--- src/rtl/rbd_pkg.sv ---
// Shared types and constants for the ring buffer deque.
`default_nettype none

package rbd_pkg;

    localparam int DEPTH_DEFAULT = 16;
    localparam int WORD_W        = 32;

    typedef enum logic [1:0] {
        OP_PUSH_TAIL = 2'd0,
        OP_POP_TAIL  = 2'd1,
        OP_PUSH_HEAD = 2'd2,
        OP_POP_HEAD  = 2'd3
    } t_op;

    typedef enum logic [1:0] {
        ST_OK    = 2'd0,
        ST_EMPTY = 2'd1,
        ST_FULL  = 2'd2
    } t_status;

    typedef enum logic {
        S_IDLE = 1'b0,
        S_EXEC = 1'b1
    } t_state;

    // Commands from the controller to the datapath.
    typedef struct packed {
        logic start;
        logic load_out;
    } t_ctrl_cmd;

    // Status from the datapath to the controller.
    typedef struct packed {
        logic out_busy;
    } t_dp_status;

endpackage

`default_nettype wire

--- src/rtl/rbd_req_if.sv ---
// Request channel interface: operation and push word.
`default_nettype none

interface rbd_req_if
    import rbd_pkg::*;
();
    logic                     valid;
    logic                     ready;
    logic [1:0]               operation;
    logic signed [WORD_W-1:0] push_value;

    modport source (output valid, output operation, output push_value, input ready);
    modport sink   (input valid, input operation, input push_value, output ready);
endinterface

`default_nettype wire

--- src/rtl/rbd_rsp_if.sv ---
// Response channel interface: popped word, status and occupancy.
`default_nettype none

interface rbd_rsp_if
    import rbd_pkg::*;
#(
    parameter int DEPTH = DEPTH_DEFAULT
) ();
    localparam int CNT_W = $clog2(DEPTH + 1);

    logic                     valid;
    logic                     ready;
    logic signed [WORD_W-1:0] pop_value;
    logic [1:0]               status;
    logic [CNT_W-1:0]         occupancy;

    modport source (output valid, output pop_value, output status, output occupancy,
                    input ready);
    modport sink   (input valid, input pop_value, input status, input occupancy,
                    output ready);
endinterface

`default_nettype wire

--- src/rtl/ring_buffer_deque.sv ---
// Top level of the ring buffer deque: controller plus datapath.
// The deque holds up to DEPTH signed 32-bit words in a circular memory and takes one
// request at a time: push or pop at the tail end or the head end. Each request gives
// exactly one response carrying the popped word (all ones for pushes, rejected pushes
// and pops on an empty deque), a status (ok, empty, full) and the occupancy after the
// request. On acceptance the pointers are updated and the slot memory, whose read
// data is registered, is read or written; the result then moves into the output
// register once that register is free. The next request is accepted only after that
// result is loaded, so no new request is taken while one is in flight, and the deque
// stalls while the response side has not taken the pending response. No memory
// clearing is needed after reset; slots are only read after they have been written.
`default_nettype none

module ring_buffer_deque
    import rbd_pkg::*;
#(
    parameter int DEPTH = DEPTH_DEFAULT
) (
    input  wire logic  i_clk,
    input  wire logic  i_rst_n,
    rbd_req_if.sink    i_req,
    rbd_rsp_if.source  o_rsp
);

    t_ctrl_cmd  cmd;
    t_dp_status sts;
    logic       req_ready;

    rbd_ctrl u_ctrl (
        .i_clk       (i_clk),
        .i_rst_n     (i_rst_n),
        .i_req_valid (i_req.valid),
        .o_req_ready (req_ready),
        .i_sts       (sts),
        .o_cmd       (cmd)
    );

    rbd_dpath #(
        .DEPTH (DEPTH)
    ) u_dpath (
        .i_clk        (i_clk),
        .i_rst_n      (i_rst_n),
        .i_cmd        (cmd),
        .o_sts        (sts),
        .i_operation  (i_req.operation),
        .i_push_value (i_req.push_value),
        .i_rsp_ready  (o_rsp.ready),
        .o_rsp_valid  (o_rsp.valid),
        .o_pop_value  (o_rsp.pop_value),
        .o_status     (o_rsp.status),
        .o_occupancy  (o_rsp.occupancy)
    );

    assign i_req.ready = req_ready;

endmodule

`default_nettype wire

--- src/rtl/rbd_ctrl.sv ---
// Controller state machine that sequences one request at a time.
`default_nettype none

module rbd_ctrl
    import rbd_pkg::*;
(
    input  wire logic       i_clk,
    input  wire logic       i_rst_n,
    input  wire logic       i_req_valid,
    output logic            o_req_ready,
    input  wire t_dp_status i_sts,
    output t_ctrl_cmd       o_cmd
);

    t_state r_state;
    t_state n_state;

    always_ff @(posedge i_clk) begin
        if (!i_rst_n) begin
            r_state <= S_IDLE;
        end else begin
            r_state <= n_state;
        end
    end

    always_comb begin
        n_state      = r_state;
        o_req_ready  = 1'b0;
        o_cmd        = '0;
        case (r_state)
            S_IDLE: begin
                o_req_ready = 1'b1;
                if (i_req_valid) begin
                    o_cmd.start = 1'b1;
                    n_state     = S_EXEC;
                end
            end
            S_EXEC: begin
                // The memory access is done; move the result out once the output register frees.
                if (!i_sts.out_busy) begin
                    o_cmd.load_out = 1'b1;
                    n_state        = S_IDLE;
                end
            end
            default: begin
                n_state = S_IDLE;
            end
        endcase
    end

    a_start_then_exec: assert property (@(posedge i_clk) disable iff (!i_rst_n)
        o_cmd.start |=> (r_state == S_EXEC))
        else $error("start did not move controller to execute");

    a_no_start_in_exec: assert property (@(posedge i_clk) disable iff (!i_rst_n)
        (r_state == S_EXEC) |-> !o_cmd.start)
        else $error("new request started while one is in flight");

    a_load_returns_idle: assert property (@(posedge i_clk) disable iff (!i_rst_n)
        o_cmd.load_out |=> (r_state == S_IDLE))
        else $error("controller did not return to idle after loading result");

endmodule

`default_nettype wire

--- src/rtl/rbd_dpath.sv ---
// Datapath: slot memory, head and tail pointers, element count and result register.
`default_nettype none

module rbd_dpath
    import rbd_pkg::*;
#(
    parameter int DEPTH = DEPTH_DEFAULT,
    localparam int PTR_W = $clog2(DEPTH),
    localparam int CNT_W = $clog2(DEPTH + 1)
) (
    input  wire logic                     i_clk,
    input  wire logic                     i_rst_n,
    input  wire t_ctrl_cmd                i_cmd,
    output t_dp_status                    o_sts,
    input  wire logic [1:0]               i_operation,
    input  wire logic signed [WORD_W-1:0] i_push_value,
    input  wire logic                     i_rsp_ready,
    output logic                          o_rsp_valid,
    output logic signed [WORD_W-1:0]      o_pop_value,
    output logic [1:0]                    o_status,
    output logic [CNT_W-1:0]              o_occupancy
);

    localparam logic [PTR_W-1:0] PTR_LAST = PTR_W'(DEPTH - 1);
    localparam logic [CNT_W-1:0] CNT_FULL = CNT_W'(DEPTH);

    logic [WORD_W-1:0] r_mem [DEPTH];
    logic [WORD_W-1:0] r_rd_data;

    logic [PTR_W-1:0] r_head, n_head;
    logic [PTR_W-1:0] r_tail, n_tail;
    logic [CNT_W-1:0] r_count, n_count;
    t_status          r_res_status, n_res_status;
    logic             r_res_pop_ok, n_res_pop_ok;

    logic                     r_out_valid;
    logic signed [WORD_W-1:0] r_out_pop;
    logic [1:0]               r_out_status;
    logic [CNT_W-1:0]         r_out_occ;

    logic             wr_en;
    logic [PTR_W-1:0] wr_addr;
    logic             rd_en;
    logic [PTR_W-1:0] rd_addr;

    t_op              op;
    logic             is_push;
    logic             is_empty;
    logic             is_full;
    logic [PTR_W-1:0] tail_inc;
    logic [PTR_W-1:0] head_dec;
    logic [PTR_W-1:0] tail_dec;
    logic [PTR_W-1:0] head_inc;

    always_comb begin
        op       = t_op'(i_operation);
        is_push  = (op == OP_PUSH_TAIL) || (op == OP_PUSH_HEAD);
        is_empty = (r_count == '0);
        is_full  = (r_count == CNT_FULL);
        tail_inc = (r_tail == PTR_LAST) ? '0 : r_tail + PTR_W'(1);
        head_inc = (r_head == PTR_LAST) ? '0 : r_head + PTR_W'(1);
        tail_dec = (r_tail == '0) ? PTR_LAST : r_tail - PTR_W'(1);
        head_dec = (r_head == '0) ? PTR_LAST : r_head - PTR_W'(1);

        n_head       = r_head;
        n_tail       = r_tail;
        n_count      = r_count;
        n_res_status = r_res_status;
        n_res_pop_ok = r_res_pop_ok;
        wr_en        = 1'b0;
        wr_addr      = '0;
        rd_en        = 1'b0;
        rd_addr      = (op == OP_POP_TAIL) ? r_tail : r_head;

        if (i_cmd.start) begin
            n_res_status = ST_OK;
            n_res_pop_ok = 1'b0;
            if (is_push) begin
                if (is_full) begin
                    n_res_status = ST_FULL;
                end else begin
                    wr_en   = 1'b1;
                    n_count = r_count + CNT_W'(1);
                    if (is_empty) begin
                        // An empty deque restarts both pointers at slot zero.
                        n_head  = '0;
                        n_tail  = '0;
                        wr_addr = '0;
                    end else if (op == OP_PUSH_TAIL) begin
                        n_tail  = tail_inc;
                        wr_addr = tail_inc;
                    end else begin
                        n_head  = head_dec;
                        wr_addr = head_dec;
                    end
                end
            end else begin
                if (is_empty) begin
                    n_res_status = ST_EMPTY;
                end else begin
                    rd_en        = 1'b1;
                    n_res_pop_ok = 1'b1;
                    n_count      = r_count - CNT_W'(1);
                    if (op == OP_POP_TAIL) begin
                        n_tail = tail_dec;
                    end else begin
                        n_head = head_inc;
                    end
                end
            end
        end
    end

    always_ff @(posedge i_clk) begin
        if (wr_en) begin
            r_mem[wr_addr] <= i_push_value;
        end
        if (rd_en) begin
            r_rd_data <= r_mem[rd_addr];
        end
    end

    always_ff @(posedge i_clk) begin
        if (!i_rst_n) begin
            r_head       <= '0;
            r_tail       <= '0;
            r_count      <= '0;
            r_res_status <= ST_OK;
            r_res_pop_ok <= 1'b0;
        end else begin
            r_head       <= n_head;
            r_tail       <= n_tail;
            r_count      <= n_count;
            r_res_status <= n_res_status;
            r_res_pop_ok <= n_res_pop_ok;
        end
    end

    always_ff @(posedge i_clk) begin
        if (!i_rst_n) begin
            r_out_valid <= 1'b0;
        end else if (i_cmd.load_out) begin
            r_out_valid <= 1'b1;
        end else if (r_out_valid && i_rsp_ready) begin
            r_out_valid <= 1'b0;
        end
    end

    always_ff @(posedge i_clk) begin
        if (i_cmd.load_out) begin
            r_out_pop    <= r_res_pop_ok ? $signed(r_rd_data) : '1;
            r_out_status <= r_res_status;
            r_out_occ    <= r_count;
        end
    end

    assign o_sts.out_busy = r_out_valid && !i_rsp_ready;
    assign o_rsp_valid    = r_out_valid;
    assign o_pop_value    = r_out_pop;
    assign o_status       = r_out_status;
    assign o_occupancy    = r_out_occ;

    a_count_bound: assert property (@(posedge i_clk) disable iff (!i_rst_n)
        r_count <= CNT_FULL)
        else $error("element count exceeds capacity");

    a_full_push_holds: assert property (@(posedge i_clk) disable iff (!i_rst_n)
        (i_cmd.start && is_push && is_full)
            |=> ($stable(r_count) && $stable(r_head) && $stable(r_tail)
                 && (r_res_status == ST_FULL)))
        else $error("rejected push changed deque state");

    a_pop_decrements: assert property (@(posedge i_clk) disable iff (!i_rst_n)
        (i_cmd.start && !is_push && !is_empty)
            |=> (r_count == $past(r_count) - CNT_W'(1)) && r_res_pop_ok)
        else $error("pop did not remove exactly one word");

    a_load_sets_valid: assert property (@(posedge i_clk) disable iff (!i_rst_n)
        i_cmd.load_out |-> !(r_out_valid && !i_rsp_ready))
        else $error("result register overwritten while still pending");

endmodule

`default_nettype wire
--- src/flat_wrapper.sv ---
// flat-port wrapper written by rule: the top's interface ports become plain ports
module ring_buffer_deque_flat import rbd_pkg::*;
#(
    parameter int DEPTH = DEPTH_DEFAULT
)
  (i_clk, i_rst_n, i_req_valid, i_req_operation, i_req_push_value, i_req_ready, o_rsp_valid, o_rsp_pop_value, o_rsp_status, o_rsp_occupancy, o_rsp_ready);
  rbd_req_if i_req_i ();
  rbd_rsp_if #(.DEPTH(DEPTH)) o_rsp_i ();
  input  wire logic i_clk;
  input  wire logic i_rst_n;
  input wire logic [$bits(i_req_i.valid)-1:0] i_req_valid;
  input wire logic [$bits(i_req_i.operation)-1:0] i_req_operation;
  input wire logic [$bits(i_req_i.push_value)-1:0] i_req_push_value;
  output wire logic [$bits(i_req_i.ready)-1:0] i_req_ready;
  output wire logic [$bits(o_rsp_i.valid)-1:0] o_rsp_valid;
  output wire logic [$bits(o_rsp_i.pop_value)-1:0] o_rsp_pop_value;
  output wire logic [$bits(o_rsp_i.status)-1:0] o_rsp_status;
  output wire logic [$bits(o_rsp_i.occupancy)-1:0] o_rsp_occupancy;
  input wire logic [$bits(o_rsp_i.ready)-1:0] o_rsp_ready;
  assign i_req_i.valid = i_req_valid;
  assign i_req_i.operation = i_req_operation;
  assign i_req_i.push_value = i_req_push_value;
  assign i_req_ready = i_req_i.ready;
  assign o_rsp_valid = o_rsp_i.valid;
  assign o_rsp_pop_value = o_rsp_i.pop_value;
  assign o_rsp_status = o_rsp_i.status;
  assign o_rsp_occupancy = o_rsp_i.occupancy;
  assign o_rsp_i.ready = o_rsp_ready;
  ring_buffer_deque #(.DEPTH(DEPTH)) u_core (.i_clk(i_clk), .i_rst_n(i_rst_n), .i_req(i_req_i), .o_rsp(o_rsp_i));
endmodule
--- config.mk ---
export PLATFORM = sky130hd
export DESIGN_NAME = ring_buffer_deque_flat
export DESIGN_NICKNAME = d
export VERILOG_FILES = /design/src/rtl/rbd_pkg.sv /design/src/rtl/rbd_req_if.sv /design/src/rtl/rbd_rsp_if.sv /design/src/rtl/ring_buffer_deque.sv /design/src/rtl/rbd_ctrl.sv /design/src/rtl/rbd_dpath.sv /design/src/flat_wrapper.sv
export SDC_FILE = /design/constraint.sdc
export NUM_CORES = 1
export LEC_CHECK = 0
export BUFFER_PORTS_ARGS = -buffer_cell sky130_fd_sc_hd__buf_4
export CAP_MARGIN = 20
export CORE_ASPECT_RATIO = 1.5
export CORE_MARGIN = 2
export CORE_UTILIZATION = 45
export DETAILED_ROUTE_END_ITERATION = 6
export PLACE_DENSITY = 0.73
export REMOVE_ABC_BUFFERS = 1
export SLEW_MARGIN = 30
export SYNTH_ARGS = -nofsm -noshare
export SYNTH_HDL_FRONTEND = slang
export SYNTH_SLANG_ARGS = --single-unit
--- constraint.sdc ---
create_clock -name i_clk -period 3.9 [get_ports i_clk]
set_input_delay 0.78 -clock i_clk [delete_from_list [all_inputs] [get_ports i_clk]]
set_output_delay 0.78 -clock i_clk [all_outputs]
set_load 0.05 [all_outputs]
==> impl_metrics.prom <==
# TYPE chip_impl_metric gauge
chip_impl_info{name="status",value="complete, no violations"} 1
chip_impl_info{name="rsz_0062_raised_after_global_routing",value="no"} 1
chip_impl_metric{name="synth-edff-count",unit=""} 583
chip_impl_metric{name="ant_nets",unit=""} 0
chip_impl_info{name="worst_setup_path_end_kind",value="register"} 1
chip_impl_info{name="most_common_cell_after_layout_fill_and_taps_aside",value="sky130_fd_sc_hd__edfxtp_1"} 1
chip_impl_info{name="min_to",value="u_core.u_dpath.o_status[1]$_DFFE_PP_"} 1
chip_impl_metric{name="areaGrowthSynthToFinish",unit="%"} 14.17
chip_impl_metric{name="synthesis.instances",unit=""} 1446
chip_impl_metric{name="fraction_of_final_layout_cells_sized_beyond_drive_strength_1",unit="%"} 14.99
chip_impl_metric{name="finalCritPeriodShare",unit="%"} 82.96
chip_impl_metric{name="max-clock-path-buffers",unit=""} 3
chip_impl_info{name="critical_path.reg2reg.endpoint",value="u_core.u_dpath.r_mem[13][22]$_DFFE_PP_"} 1
chip_impl_metric{name="number_of_buffers_added_by_the_clock_tree_synthesis_step",unit=""} 52
chip_impl_metric{name="fillCellCount",unit=""} 4119
chip_impl_metric{name="insertion_delay",unit="ns"} 0.59
chip_impl_metric{name="critPathArrivalTime",unit="ns"} 3.50
chip_impl_metric{name="pin_count",unit=""} 79
chip_impl_metric{name="report.final.hold_viol_count",unit=""} 0
chip_impl_metric{name="report.power.total",unit="uW"} 14220
chip_impl_info{name="hold_start",value="u_core.u_dpath.r_res_status[1]$_SDFFE_PN0P_"} 1
chip_impl_metric{name="die-area",unit="um^2"} 55030
chip_impl_metric{name="share_of_synthesized_registers_carrying_an_async_set_or_reset",unit="%"} 0
chip_impl_metric{name="seqCellArea",unit="um^2"} 17870
chip_impl_metric{name="netlist_area",unit="um^2"} 23910
chip_impl_metric{name="synth.avg_cell_area",unit="um^2"} 16.54
chip_impl_metric{name="antenna_found_initial",unit=""} 2
chip_impl_metric{name="worstHoldPathCells",unit=""} 0
chip_impl_metric{name="htreeDepth",unit=""} 2
chip_impl_metric{name="slew_violations",unit=""} 0
chip_impl_metric{name="sinks_on_clock_net",unit=""} 601
chip_impl_info{name="category_of_the_most_critical_setup_path",value="register to register"} 1
chip_impl_metric{name="fin_cells",unit=""} 2256
chip_impl_metric{name="ys_warn_count",unit=""} 0
chip_impl_metric{name="worst-r2r-setup-slack",unit="ns"} 0.66
chip_impl_metric{name="postCtsHoldBufs",unit=""} 0
chip_impl_metric{name="synth.distinct_cells",unit=""} 57
chip_impl_metric{name="grt_start_max_net_pins",unit=""} 57
chip_impl_info{name="synth_top_flop_cell",value="sky130_fd_sc_hd__edfxtp_1"} 1
chip_impl_metric{name="grt_first_pass_wirelength",unit="mm"} 82.37
chip_impl_metric{name="grt.total_usage",unit="%"} 20.04
chip_impl_metric{name="num_rows",unit=""} 103
chip_impl_metric{name="starting_density",unit="%"} 45.47
chip_impl_metric{name="fin_skew",unit="ns"} 0.01977
chip_impl_metric{name="timing.final.setup_violations",unit=""} 0
chip_impl_metric{name="die_width",unit="um"} 192.2
chip_impl_metric{name="critical_path_peak_fanout",unit=""} 22
chip_impl_metric{name="detailedRoute.firstIterationViolations",unit=""} 1345
chip_impl_metric{name="synth.yosys.seq_area_share",unit="%"} 74.73
chip_impl_metric{name="r2r.worst_path.cells",unit=""} 8
chip_impl_metric{name="clkSlewWorstSetupHoldPaths",unit="ns"} 0.07
chip_impl_metric{name="clock.fmax",unit="GHz"} 0.3091
chip_impl_metric{name="p_leak",unit="uW"} 0.009871
chip_impl_metric{name="ir_drop",unit="mV"} 0.3627
chip_impl_metric{name="placeableCoreArea",unit="um^2"} 52580
chip_impl_metric{name="route.vias.total",unit=""} 13340
chip_impl_metric{name="post_cts_resized",unit=""} 0
chip_impl_info{name="synth_largest_area_cell",value="sky130_fd_sc_hd__edfxtp_1"} 1
chip_impl_info{name="setup.worst_path.start_class",value="register"} 1
chip_impl_metric{name="die-height",unit="um"} 286.3
chip_impl_metric{name="postCtsSetupBuffers",unit=""} 0
chip_impl_metric{name="drc",unit=""} 0
chip_impl_metric{name="layout_min_cycle_time",unit="ns"} 3.235
chip_impl_metric{name="fin_nets",unit=""} 1581
chip_impl_metric{name="yosysTopAreaCellShare",unit="%"} 73.22
chip_impl_info{name="layout_common_cells",value="sky130_fd_sc_hd__edfxtp_1, sky130_fd_sc_hd__mux2i_1, sky130_fd_sc_hd__buf_4"} 1
chip_impl_metric{name="timing_worst_slew_pin_value",unit="ns"} 0.9414
chip_impl_metric{name="numPortBuffers",unit=""} 78
chip_impl_info{name="path_delay_family",value="simple AND/OR/NAND/NOR gates"} 1
chip_impl_metric{name="grt_overflow",unit=""} 0
chip_impl_metric{name="fin_util",unit="%"} 51.92
chip_impl_metric{name="wl_per_cell",unit="um"} 24.42
chip_impl_metric{name="max-slew-margin-rel",unit="%"} 37.17
chip_impl_metric{name="power_per_standard_cell_area",unit="nW/um^2"} 520.9
chip_impl_metric{name="cpPeakStageDelay",unit="ns"} 0.62
chip_impl_metric{name="dp.cells",unit=""} 2162
chip_impl_metric{name="postSynthRegisterBits",unit=""} 601
chip_impl_metric{name="vias_per_cell",unit=""} 5.912
chip_impl_metric{name="drt-pass1-iter-count",unit=""} 7
chip_impl_info{name="hold_class",value="register to register"} 1
chip_impl_metric{name="n_antenna_cell",unit=""} 0
chip_impl_metric{name="routabilityCongestion",unit=""} 0.8262
chip_impl_metric{name="dpl.hpwl",unit="mm"} 30.79
chip_impl_info{name="worstReg2RegStart",value="u_core.u_dpath.r_head[1]$_SDFFE_PN0P_"} 1
chip_impl_info{name="cts_tree",value="done"} 1
chip_impl_info{name="synth_top_cells_by_area",value="sky130_fd_sc_hd__edfxtp_1, sky130_fd_sc_hd__mux2i_1, sky130_fd_sc_hd__o221ai_1"} 1
chip_impl_metric{name="multi_input_area",unit="um^2"} 5573
chip_impl_metric{name="cap_violations",unit=""} 0
chip_impl_metric{name="grt_pass1_vias",unit=""} 13490
chip_impl_info{name="clk_root_buffer_cell",value="sky130_fd_sc_hd__clkbuf_16"} 1
chip_impl_info{name="crit_slowest_cell",value="sky130_fd_sc_hd__dfxtp_1"} 1
chip_impl_info{name="path_cells",value="inv_1 > ha_1 > xor2_1 > mux2i_1 > nor2_1 > nand2_1 > nor2_4 > buf_12"} 1
chip_impl_metric{name="required",unit="ns"} 4.16
chip_impl_metric{name="wl",unit="mm"} 55.10
chip_impl_metric{name="worstPathBufferInverterCount",unit=""} 2
==> layer usage <==
layer  track usage (%)  vias to the layer above  wire [um]
li1                  -                     5925          -
met1             24.63                     6758      20800
met2             35.13                      526      28520
met3             3.253                      127       3783
met4             7.996                        2       1987
met5                 0                        -         12
==> report_power, final <==
| group | leakage [uW] | total, uW | internal (uW) | switching (uW) |
|---|---|---|---|---|
| Clock | 0.000778 | 4880 | 2640 | 2240 |
| Sequential | 0.00533 | 7420 | 7300 | 116 |
| Combinational | 0.00376 | 1920 | 740 | 1180 |
==> synthesized netlist by cell type (all sizes together) (2+ instances only) <==
library cell / number
a21oi: 19
nor4bb: 2
nor4: 2
nand3: 7
a31o: 2
a22o: 30
a221oi: 34
nor2b: 5
and2: 5
a31oi: 37
nor3: 3
inv: 46
a21boi: 5
and3: 3
dfxtp: 18
edfxtp: 583
and3b: 2
nand2b: 37
o31ai: 2
o21bai: 3
ha: 8
mux2: 2
nor2: 29
mux2i: 200
a21o: 4
a22oi: 2
clkbuf: 63
xor2: 3
o221ai: 64
o21ai: 12
a211oi: 65
nand2: 92
buf: 35
xnor2: 3
o211a: 5
==> worst max-delay path by stage <==
stage,start,slack [ns],endpoint,depth (start not counted)
global route,u_core.u_dpath.r_head[1]$_SDFFE_PN0P_,0.49,u_core.u_dpath.r_mem[13][22]$_DFFE_PP_,8
CTS,u_core.u_dpath.r_head[1]$_SDFFE_PN0P_,0.70,u_core.u_dpath.r_mem[13][22]$_DFFE_PP_,8
finish,u_core.u_dpath.r_head[1]$_SDFFE_PN0P_,0.66,u_core.u_dpath.r_mem[13][22]$_DFFE_PP_,8
floorplan,i_req_operation[1],-3.80,u_core.u_dpath.r_rd_data[29]$_DFFE_PP_,5
detailed placement,i_req_operation[0],0.62,u_core.u_dpath.r_mem[0][11]$_DFFE_PP_,7
global placement,i_req_operation[0],0.73,u_core.u_dpath.r_mem[0][13]$_DFFE_PP_,7
==> sequential cells by signal, summed over array words and instances, names as in the netlist, 2 cells and up <==
register / count
u_core.u_dpath.r_res_status: 2
u_core.u_dpath.o_pop_value: 32
u_core.u_dpath.r_mem: 512
u_core.u_dpath.r_rd_data: 32
u_core.u_dpath.r_count: 5
u_core.u_dpath.o_status: 2
u_core.u_dpath.o_occupancy: 5
u_core.u_dpath.r_tail: 4
u_core.u_dpath.r_head: 4
==> per-stage QoR <==
step | hold WS, ns | worst slack (ns) | setup TNS, ns | area [um^2]
2_1_floorplan | 0.4081 | -3.803 | -131.68 | 23430
3_5_place_dp | 0.4144 | 0.6205 | 0 | 25710
5_1_grt | 0.4517 | 0.4897 | 0 | 27300
6_report | 0.4216 | 0.6645 | 0 | 27300
4_1_cts | 0.4259 | 0.7001 | 0 | 27290
3_3_place_gp | 0.4175 | 0.7335 | 0 | 25710
==> logic make-up (layout without fill, tap and decap cells) <==
logic type,Yosys count,count (layout),synth area share (%)
XOR/XNOR,6,6,0.2198
adder cells (fa/ha/maj),9,9,0.5024
buffers and inverters,144,272,2.737
AO/OA/AOI/OAI,295,295,9.665
multiplexers,202,202,8.467
flip-flops,601,601,74.73
AND/OR/NAND/NOR,189,189,3.684
==> area by class of cell <==
| cell class | count | area share, % |
|---|---|---|
| inverters | 46 | 0.6325 |
| clock buffers | 58 | 4.849 |
| clock inverters | 36 | 0.9580 |
| multi-input cells | 701 | 20.42 |
| repair buffers | 132 | 4.547 |
| well taps | 682 | 3.126 |
| flip-flops and latches | 601 | 65.47 |
Power figures use the tool's default switching activity.
